`src/hdl/motor_feedback_unwrap_watchdog_defines.svh`:
```
// assertion macros for the motor feedback unwrap watchdog
`ifndef MOTOR_FEEDBACK_UNWRAP_WATCHDOG_DEFINES_SVH
`define MOTOR_FEEDBACK_UNWRAP_WATCHDOG_DEFINES_SVH

// same-cycle implication, checked outside reset
`define MFUW_ASSERT_NOW(label, clk, rst, ante, cons) \
   label: assert property (@(posedge clk) disable iff (rst) (ante) |-> (cons)) \
      else $error("mfuw same-cycle check failed");

// next-cycle implication, checked outside reset
`define MFUW_ASSERT_NEXT(label, clk, rst, ante, cons) \
   label: assert property (@(posedge clk) disable iff (rst) (ante) |=> (cons)) \
      else $error("mfuw next-cycle check failed");

`endif

```
`src/hdl/mfuw_pkg.sv`:
```
// shared types and constants for the motor feedback unwrap watchdog
package mfuw_pkg;

   localparam int POS_W   = 13;
   localparam int SPD_W   = 16;
   localparam int CUR_W   = 16;
   localparam int TEMP_W  = 8;
   localparam int TURN_W  = 32;
   localparam int ANGLE_W = 48;
   localparam int WD_W    = 16;
   localparam int FRAME_W = 64;
   localparam int DIFF_W  = POS_W + 2;

   localparam logic signed [DIFF_W-1:0] HALF_TURN = DIFF_W'(4096);
   localparam logic signed [DIFF_W-1:0] FULL_TURN = DIFF_W'(8192);
   localparam logic [WD_W-1:0] TIMEOUT_RESET = WD_W'(300);

   // request kinds carried on tuser
   localparam logic CMD_FRAME = 1'b0;
   localparam logic CMD_TICK  = 1'b1;

   // result word layout, lowest field first
   localparam int RSP_POS_LO    = 0;
   localparam int RSP_SPD_LO    = RSP_POS_LO + POS_W;
   localparam int RSP_CUR_LO    = RSP_SPD_LO + SPD_W;
   localparam int RSP_TEMP_LO   = RSP_CUR_LO + CUR_W;
   localparam int RSP_TURN_LO   = RSP_TEMP_LO + TEMP_W;
   localparam int RSP_ANGLE_LO  = RSP_TURN_LO + TURN_W;
   localparam int RSP_ONLINE    = RSP_ANGLE_LO + ANGLE_W;
   localparam int RSP_EVENT     = RSP_ONLINE + 1;
   localparam int RSP_USED_W    = RSP_EVENT + 1;
   localparam int RSP_W         = ((RSP_USED_W + 7) / 8) * 8;

   typedef struct packed {
      logic [POS_W-1:0]          last_position;
      logic signed [SPD_W-1:0]   speed;
      logic signed [CUR_W-1:0]   current;
      logic [TEMP_W-1:0]         temperature;
      logic signed [TURN_W-1:0]  turns;
      logic signed [ANGLE_W-1:0] angle;
      logic [WD_W-1:0]           watchdog;
      logic                      online;
   } state_type;

endpackage

```
`src/hdl/mfuw_step.sv`:
```
// next-state logic for one frame or tick: position unwrap and offline watchdog
module mfuw_step (
   input  logic                           cmd,
   input  logic [mfuw_pkg::FRAME_W-1:0]   frame_data,
   input  logic [mfuw_pkg::WD_W-1:0]      timeout_ticks,
   input  mfuw_pkg::state_type            state,
   output mfuw_pkg::state_type            state_next,
   output logic                           offline_event
);
   import mfuw_pkg::*;

   logic [POS_W-1:0]          pos;
   logic signed [DIFF_W-1:0]  diff_raw;
   logic signed [DIFF_W-1:0]  diff_adj;
   logic signed [TURN_W-1:0]  turns_adj;

   assign pos      = frame_data[48 +: POS_W];
   assign diff_raw = $signed({2'b00, pos}) - $signed({2'b00, state.last_position});

   // a step of exactly half a turn is taken as it is
   always_comb begin
      diff_adj  = diff_raw;
      turns_adj = state.turns;
      if (diff_raw > HALF_TURN) begin
         diff_adj  = diff_raw - FULL_TURN;
         turns_adj = state.turns - TURN_W'(1);
      end else if (diff_raw < -HALF_TURN) begin
         diff_adj  = diff_raw + FULL_TURN;
         turns_adj = state.turns + TURN_W'(1);
      end
   end

   always_comb begin
      state_next    = state;
      offline_event = 1'b0;
      if (cmd == CMD_FRAME) begin
         state_next.last_position = pos;
         state_next.speed         = frame_data[32 +: SPD_W];
         state_next.current       = frame_data[16 +: CUR_W];
         state_next.temperature   = frame_data[8 +: TEMP_W];
         state_next.turns         = turns_adj;
         state_next.angle         = state.angle
                                    + {{(ANGLE_W-DIFF_W){diff_adj[DIFF_W-1]}}, diff_adj};
         state_next.watchdog      = timeout_ticks;
         state_next.online        = 1'b1;
      end else if (state.online) begin
         // a zero timeout expires on the first tick as well
         if (state.watchdog <= WD_W'(1)) begin
            state_next.watchdog = '0;
            state_next.speed    = '0;
            state_next.current  = '0;
            state_next.online   = 1'b0;
            offline_event       = 1'b1;
         end else begin
            state_next.watchdog = state.watchdog - WD_W'(1);
         end
      end
   end

endmodule

```
`src/hdl/motor_feedback_unwrap_watchdog.sv`:
```
// top level: request register, unwrap/watchdog state and result register
//
//  channel  direction  payload                                         handshake
//  req      in         tdata = frame_data[63:0], tuser = cmd           tvalid/tready
//  rsp      out        tdata = 135 result bits + 1 pad bit             tvalid/tready
//  csr      in         csr_data = timeout_ticks[15:0]                  csr_valid/csr_ready
//
//  one request per cycle unless rsp stalls; request register, then result register
//  state registers loop to themselves through mfuw_step, which reads the request register
//  synchronous active-high reset: timeout 300, watchdog 300, online set, other state zero
//  a stalled rsp holds the result register and the request register behind it;
//  req_tready drops only when both are full
module motor_feedback_unwrap_watchdog (
   input  logic                          clock,
   input  logic                          reset,
   input  logic                          req_tvalid,
   output logic                          req_tready,
   // frame_data[63:0]
   input  logic [mfuw_pkg::FRAME_W-1:0]  req_tdata,
   // cmd
   input  logic                          req_tuser,
   output logic                          rsp_tvalid,
   input  logic                          rsp_tready,
   // encoder_position[12:0], speed_rpm[28:13], torque_current[44:29],
   // temperature[52:45], turn_count[84:53], total_counts[132:85],
   // online[133], offline_event[134], zero[135]
   output logic [mfuw_pkg::RSP_W-1:0]    rsp_tdata,
   input  logic                          csr_valid,
   output logic                          csr_ready,
   input  logic [mfuw_pkg::WD_W-1:0]     csr_data
);
   import mfuw_pkg::*;

   `include "motor_feedback_unwrap_watchdog_defines.svh"

   logic                  req_valid_ff;
   logic                  req_cmd_ff;
   logic [FRAME_W-1:0]    req_data_ff;
   state_type             state_ff;
   state_type             state_in;
   logic [WD_W-1:0]       timeout_ff;
   logic                  rsp_valid_ff;
   logic [RSP_W-1:0]      rsp_data_ff;
   logic [RSP_W-1:0]      rsp_data_in;
   logic                  event_in;
   logic                  advance;

   assign advance    = req_valid_ff && (!rsp_valid_ff || rsp_tready);
   assign req_tready = !req_valid_ff || advance;
   assign csr_ready  = 1'b1;
   assign rsp_tvalid = rsp_valid_ff;
   assign rsp_tdata  = rsp_data_ff;

   mfuw_step u_step (
      .cmd           (req_cmd_ff),
      .frame_data    (req_data_ff),
      .timeout_ticks (timeout_ff),
      .state         (state_ff),
      .state_next    (state_in),
      .offline_event (event_in)
   );

   always_comb begin
      rsp_data_in = '0;
      rsp_data_in[RSP_POS_LO +: POS_W]     = state_in.last_position;
      rsp_data_in[RSP_SPD_LO +: SPD_W]     = state_in.speed;
      rsp_data_in[RSP_CUR_LO +: CUR_W]     = state_in.current;
      rsp_data_in[RSP_TEMP_LO +: TEMP_W]   = state_in.temperature;
      rsp_data_in[RSP_TURN_LO +: TURN_W]   = state_in.turns;
      rsp_data_in[RSP_ANGLE_LO +: ANGLE_W] = state_in.angle;
      rsp_data_in[RSP_ONLINE]              = state_in.online;
      rsp_data_in[RSP_EVENT]               = event_in;
   end

   always_ff @(posedge clock) begin
      if (reset) begin
         req_valid_ff            <= 1'b0;
         rsp_valid_ff            <= 1'b0;
         timeout_ff              <= TIMEOUT_RESET;
         state_ff                <= '{last_position: '0, speed: '0, current: '0,
                                      temperature: '0, turns: '0, angle: '0,
                                      watchdog: TIMEOUT_RESET, online: 1'b1};
      end else begin
         if (csr_valid && csr_ready) begin
            timeout_ff <= csr_data;
         end
         if (req_tready) begin
            req_valid_ff <= req_tvalid;
         end
         if (advance) begin
            state_ff     <= state_in;
            rsp_valid_ff <= 1'b1;
         end else if (rsp_tready) begin
            rsp_valid_ff <= 1'b0;
         end
      end
   end

   always_ff @(posedge clock) begin
      if (req_tready && req_tvalid) begin
         req_cmd_ff  <= req_tuser;
         req_data_ff <= req_tdata;
      end
      if (advance) begin
         rsp_data_ff <= rsp_data_in;
      end
   end

   // an offline event is never reported together with online
   `MFUW_ASSERT_NOW(a_event_offline, clock, reset,
                    rsp_valid_ff && rsp_data_ff[RSP_EVENT], !state_ff.online)
   // offline means the watchdog has run down
   `MFUW_ASSERT_NOW(a_offline_wd_zero, clock, reset,
                    !state_ff.online, state_ff.watchdog == '0)
   // offline zeroes speed and current
   `MFUW_ASSERT_NOW(a_offline_zeroed, clock, reset,
                    !state_ff.online, state_ff.speed == '0 && state_ff.current == '0)
   // a stalled request keeps its place and contents
   `MFUW_ASSERT_NEXT(a_req_hold, clock, reset,
                     req_valid_ff && !advance, req_valid_ff && $stable(req_data_ff))

endmodule

```
`config.mk`:
```
export PLATFORM = sky130hd
export DESIGN_NAME = motor_feedback_unwrap_watchdog
export DESIGN_NICKNAME = d
export VERILOG_FILES = /design/src/hdl/mfuw_pkg.sv /design/src/hdl/mfuw_step.sv /design/src/hdl/motor_feedback_unwrap_watchdog.sv
export VERILOG_INCLUDE_DIRS = /design/src /design/src/hdl
export SDC_FILE = /design/constraint.sdc
export NUM_CORES = 1
export LEC_CHECK = 0
export BUFFER_PORTS_ARGS = -buffer_cell sky130_fd_sc_hd__clkbuf_2
export CORE_MARGIN = 1.5
export CORE_UTILIZATION = 40
export DETAILED_ROUTE_END_ITERATION = 10
export MAX_ROUTING_LAYER = met4
export SLEW_MARGIN = 20
export SYNTH_ARGS = -nofsm -noshare
export SYNTH_HDL_FRONTEND = slang
export SYNTH_SLANG_ARGS = --single-unit
export TNS_END_PERCENT = 1
```
`constraint.sdc`:
```
create_clock -name clock -period 12.8 [get_ports clock]
set_input_delay 2.56 -clock clock [delete_from_list [all_inputs] [get_ports clock]]
set_output_delay 2.56 -clock clock [all_outputs]
set_load 0.01 [all_outputs]
```
; ---- After elaboration in Yosys (flattened, before gate mapping)
; Index checks and enable logic that the tools add are counted.
[word_totals]
inputBits = 86
output_inout_bits = 139
regBits = 365
wordCells = 51
[op_classes]
addsub = 7
n_eq_ne = 1
n_lt_le_gt_ge = 3
mux = 16
n_reduce_logical = 9
[op_table]
columns = operator, n
row1 = 32-bit 2-to-1 mux, 5
row2 = 88-bit 2-to-1 mux, 1
row3 = 48-bit adder, 1
row4 = 17-bit 2-to-1 mux, 2
row5 = "32-bit by 2-bit adder with 32-bit output, second input constant", 1
row6 = "32-bit by 2-bit subtractor with 32-bit output, second input constant", 1
row7 = 15-bit 2-to-1 mux, 2
row8 = "16-bit by 1-bit less-or-equal comparator with 1-bit output, second input constant", 1
row9 = 16-bit 2-to-1 mux, 1
row10 = "16-bit by 1-bit subtractor with 16-bit output, second input constant", 1
row11 = "15-bit adder, second input constant", 1
row12 = "15-bit by 14-bit > comparator with 1-bit output, second input constant", 1
row13 = "15-bit by 13-bit < comparator with 1-bit output, second input constant", 1
row14 = "15-bit subtractor, second input constant", 1
row15 = 13-bit by 13-bit subtractor with 14-bit output, 1
row16 = 13-bit 2-to-1 mux, 1
row17 = 1-bit 2-to-1 mux, 4
row18 = 2-bit AND reduction, 2
row19 = 1-bit logical AND, 2
row20 = 1-bit zero test, 2
row21 = 1-bit logical OR, 2
row22 = "2-bit by 1-bit != test with 1-bit output, second input constant", 1
row23 = 2-bit nonzero test, 1

; ---- Longest topological paths before layout
[depth]
word_depth = 6
mapped_depth = 22
ltp_nobuf = 20

; ---- Hierarchy
; Synthesis repeated with hierarchy kept, for this count alone.
[unflattened]
hier_cells = 1865
hier_area_um2 = 19587.5
[modules_own_cells]
columns = mod, n_inst, cells_per_inst, seq_area_each_um2, area_each_um2
row1 = motor_feedback_unwrap_watchdog, 1, 916, 9369.0, 13362.8
row2 = mfuw_step, 1, 949, 0.0, 6224.7

; ---- Worst setup path after synthesis
; No wires, ideal clock.
[synth_timing]
path_kind = input -> register
start = input rsp_tready
end = register rsp_data_ff[0], in the netlist rsp_tdata[0], enable pin
t_required_ps = 12248
arrival_ps = 6906
setup_ps = 552
n_path_buf = 2
path_slack_ps = 5342
path_stages = 5
cell_sequence = nor2b_1 > nand2b_1 > clkbuf_1 > inv_2 > clkbuf_1
[synth_via]
elab_chain_cells = 2
[synth_rtl]
columns = item, line
row1 = from (decl), motor_feedback_unwrap_watchdog.sv:23  ; input logic rsp_tready,
row2 = 1-bit logical OR, motor_feedback_unwrap_watchdog.sv:48  ; assign advance = req_valid_ff && (!rsp_valid_ff || rsp_tready);
row3 = 1-bit logical AND, motor_feedback_unwrap_watchdog.sv:48
row4 = via advance, motor_feedback_unwrap_watchdog.sv:46  ; logic advance;
row5 = to (signal assigned), motor_feedback_unwrap_watchdog.sv:105  ; rsp_data_ff <= rsp_data_in;
row6 = to (decl), motor_feedback_unwrap_watchdog.sv:43  ; logic [RSP_W-1:0] rsp_data_ff;
; The timed path passes the listed nets, and every way through them passes these cells.
; A chain may end at the register's enable or synchronous reset.

==> summary.txt <==
outcome: complete, no violations
Final Power: 3.11 mW
post-synthesis sequential area ratio: 0.490
ys async rst share: 0
routed wire length: 46.9 mm
GRT overflow: 0
RSZ-0062 raised after global routing: no
maximum vdd drop: 0.106 mV
Detailed Place HPWL: 31.0 mm
Fill cells: 4,305
Slowest cell on crit path: a2111oi_0
final setup violation count: 0
synthesis-stage register bit count: 357
post-CTS resize count: 0
global-route wire length before repair: 75.3 mm
slew of the pin with the lowest slew margin: 1.02 ns
Post-synth top cells: 269 x nand2_1, 189 x edfxtp_1, 181 x a21oi_1
Clock Path Buffers: 3
largest net degree at the start of global routing: 129
core footprint: 0.0455 mm^2
Routed WL per cell: 17.2 um
crit-path max FO: 35
Post-Syn Area: 0.0184 mm^2
Max transition margin: 0.322
Post-CTS Setup Repair Bufs: 0
crit path time final: 6.91 ns
setup_tns: 0 ns
Critical Path Sink Type: register
antenna-violating nets left: 0
Worst Slack Setup Final: 5.89 ns
number of flops mapped to enable cells by yosys: 189
Setup crit start kind: register
row cnt: 78
design area: 0.0213 mm^2
PwrDens: 146 mW/mm^2
Area after DPL: 0.0199 mm^2
kind of critical path: reg2reg
H-tree levels: 2
final hold violation count: 0
cell with the most instances after synthesis: nand2_1
Clock Tree Root: clkbuf_16
YS warnings: 0
reg2reg setup slack: 5.89 ns
Syn Area/Cell: 9.54 um^2
post-synth net total: 2,086
PortBufs: 211
gp weighted congestion: 0.903
slowest stage delay, CP: 0.75 ns
vias in the first global route: 14.4k
Clock transition at path regs: 0.06 ns
Yosys cell types: 84
Layout Nets: 2,239
Critical Path RT: 13.10 ns
initial antenna violation count: 3
CTS tree: built
drt pass-1 iters: 5
vias after detailed routing: 14.8k
largest cells by area after synthesis: edfxtp_1 31%, dfxtp_1 18%, nand2_1 5.5%
clk_lat worst skew: 0.57 ns
worst hold slack: 0.450 ns
fmax: 145 MHz
Starting Density: 0.406
prevailing post-synth register cell: edfxtp_1
area delta synth->final: 15.5%
Chip Height: 218 um
CP cell instances: inv_1 -> ha_1 -> fa_1 -> nand2b_1 -> a21o_1 -> a21oi_1 -> o211ai_1 -> or3b_1 -> o311ai_4 -> inv_2 -> buf_4 -> ha_1 -> a21o_1 -> a21o_1 -> a21o_1 -> a2111oi_0 -> o21ai_0 -> o211ai_1 -> nand2_1 -> and3_1 -> or4b_1
Leakage Power: 8.71 nW
GRT Overall Usage: 0.203
vias per cell: 5.43
die area: 0.0474 mm^2
clk_skew: 0.0145 ns
hold_buf cts: 0
Buf+Inv Stages, Crit Path: 3
most frequent cell on the critical path: a21o_1
critical path's top delay family: compound AO/OA/AOI/OAI gates
clk sink count: 357
Residual DRC: 0
DP Worst Slack: 5.85 ns
Initial DRC Count: 816
Final Cycle Share: 0.540
Mapped Cells: 1,934
Tightest Hold Check Type: reg2reg
IO Pins: 225
Synth top area share: 0.308
Max Cap Viol: 0
max-slew violations: 0
cts bufs inserted: 40
Yosys top cell by area: edfxtp_1
layout cells sized above 1: 0.160
die width: 218 um
CP arrival: 7.22 ns
-- report_power, final --
group | internal [mW] | switching [mW] | total [mW] | leakage, nW
sequential | 1.29 | 0.0367 | 1.33 | 3.19
clock | 0.714 | 0.476 | 1.19 | 0.651
combinational | 0.219 | 0.374 | 0.593 | 4.87
-- final timing paths --
check,startpoint,to,depth (start not counted)
setup / recovery,req_data_ff[48],rsp_tdata[132],21
hold reg to reg,state_ff[100],state_ff[100],2
hold / removal,state_ff[100],state_ff[100],2
setup reg to reg,req_data_ff[48],rsp_tdata[132],21
-- cell families after synthesis --
family,after synthesis,share of synthesized area
multiplexers,93,0.0537
adder cells (fa/ha/maj),66,0.0456
AO/OA/AOI/OAI,480,0.163
flip-flops,357,0.490
AND/OR/NAND/NOR,695,0.175
other,2,0.000407
buffers and inverters,161,0.0338
XOR/XNOR,80,0.0380
-- area by class of cell --
cell class | count | area, um^2 | area share
repair buffers | 225 | 1160 | 0.0546
diodes | 3 | 7.51 | 0.000352
well taps | 600 | 751 | 0.0352
flip-flops and latches | 357 | 9040 | 0.424
inverters | 47 | 184 | 0.00863
multi-input cells | 1416 | 8800 | 0.413
clock buffers | 50 | 1060 | 0.0497
clock inverters | 23 | 303 | 0.0142
-- stage by stage --
step | util | instances
floorplan | - | 1934
global placement | 0.438 | 2645
detailed placement | 0.438 | 2645
CTS | 0.468 | 2718
global route | 0.468 | 2721
finish | 0.468 | 2721
-- tightest hold or removal path, cell delays in order, from the launching register on --
cell     delay (ns)
dfxtp_1        0.30
nand2_1        0.05
a21oi_1        0.05
-- routing by layer --
| metal | routed length (um) | vias to the layer above | track usage | part of all wire |
|---|---|---|---|---|
| met1 | 21400 | 7059 | 0.256 | 0.46 |
| met3 | 3310 | 66 | 0.0551 | 0.071 |
| met4 | 995 | 0 | 0.0621 | 0.021 |
| li1 | - | 7306 | - | - |
| met2 | 21200 | 354 | 0.316 | 0.45 |
| met5 | 0 | - | - | 0 |
-- placed cells by master (no fill, tap or decap), drive strengths merged, types with 14 or more instances in the layout --
cell	count
nor2	169
xnor2	34
o21ai	114
dfxtp	168
and3	24
a21oi	181
mux2i	57
nor3	37
nand3	40
nand4	18
clkbuf	260
nor2b	16
o211ai	15
buf	15
edfxtp	189
nand2b	17
a211oi	14
mux2	35
a21o	48
nand2	269
xor2	46
or3	30
inv	49
ha	64
-- registers in the layout, summed over array words and instances, names as in the netlist --
signal and cells:
state_ff 150, rsp_tdata 135, req_data_ff 53, timeout_ff 16, req_cmd_ff 1, req_valid_ff 1
rsp_tvalid 1
No activity file was read; power rests on OpenSTA's default activity.
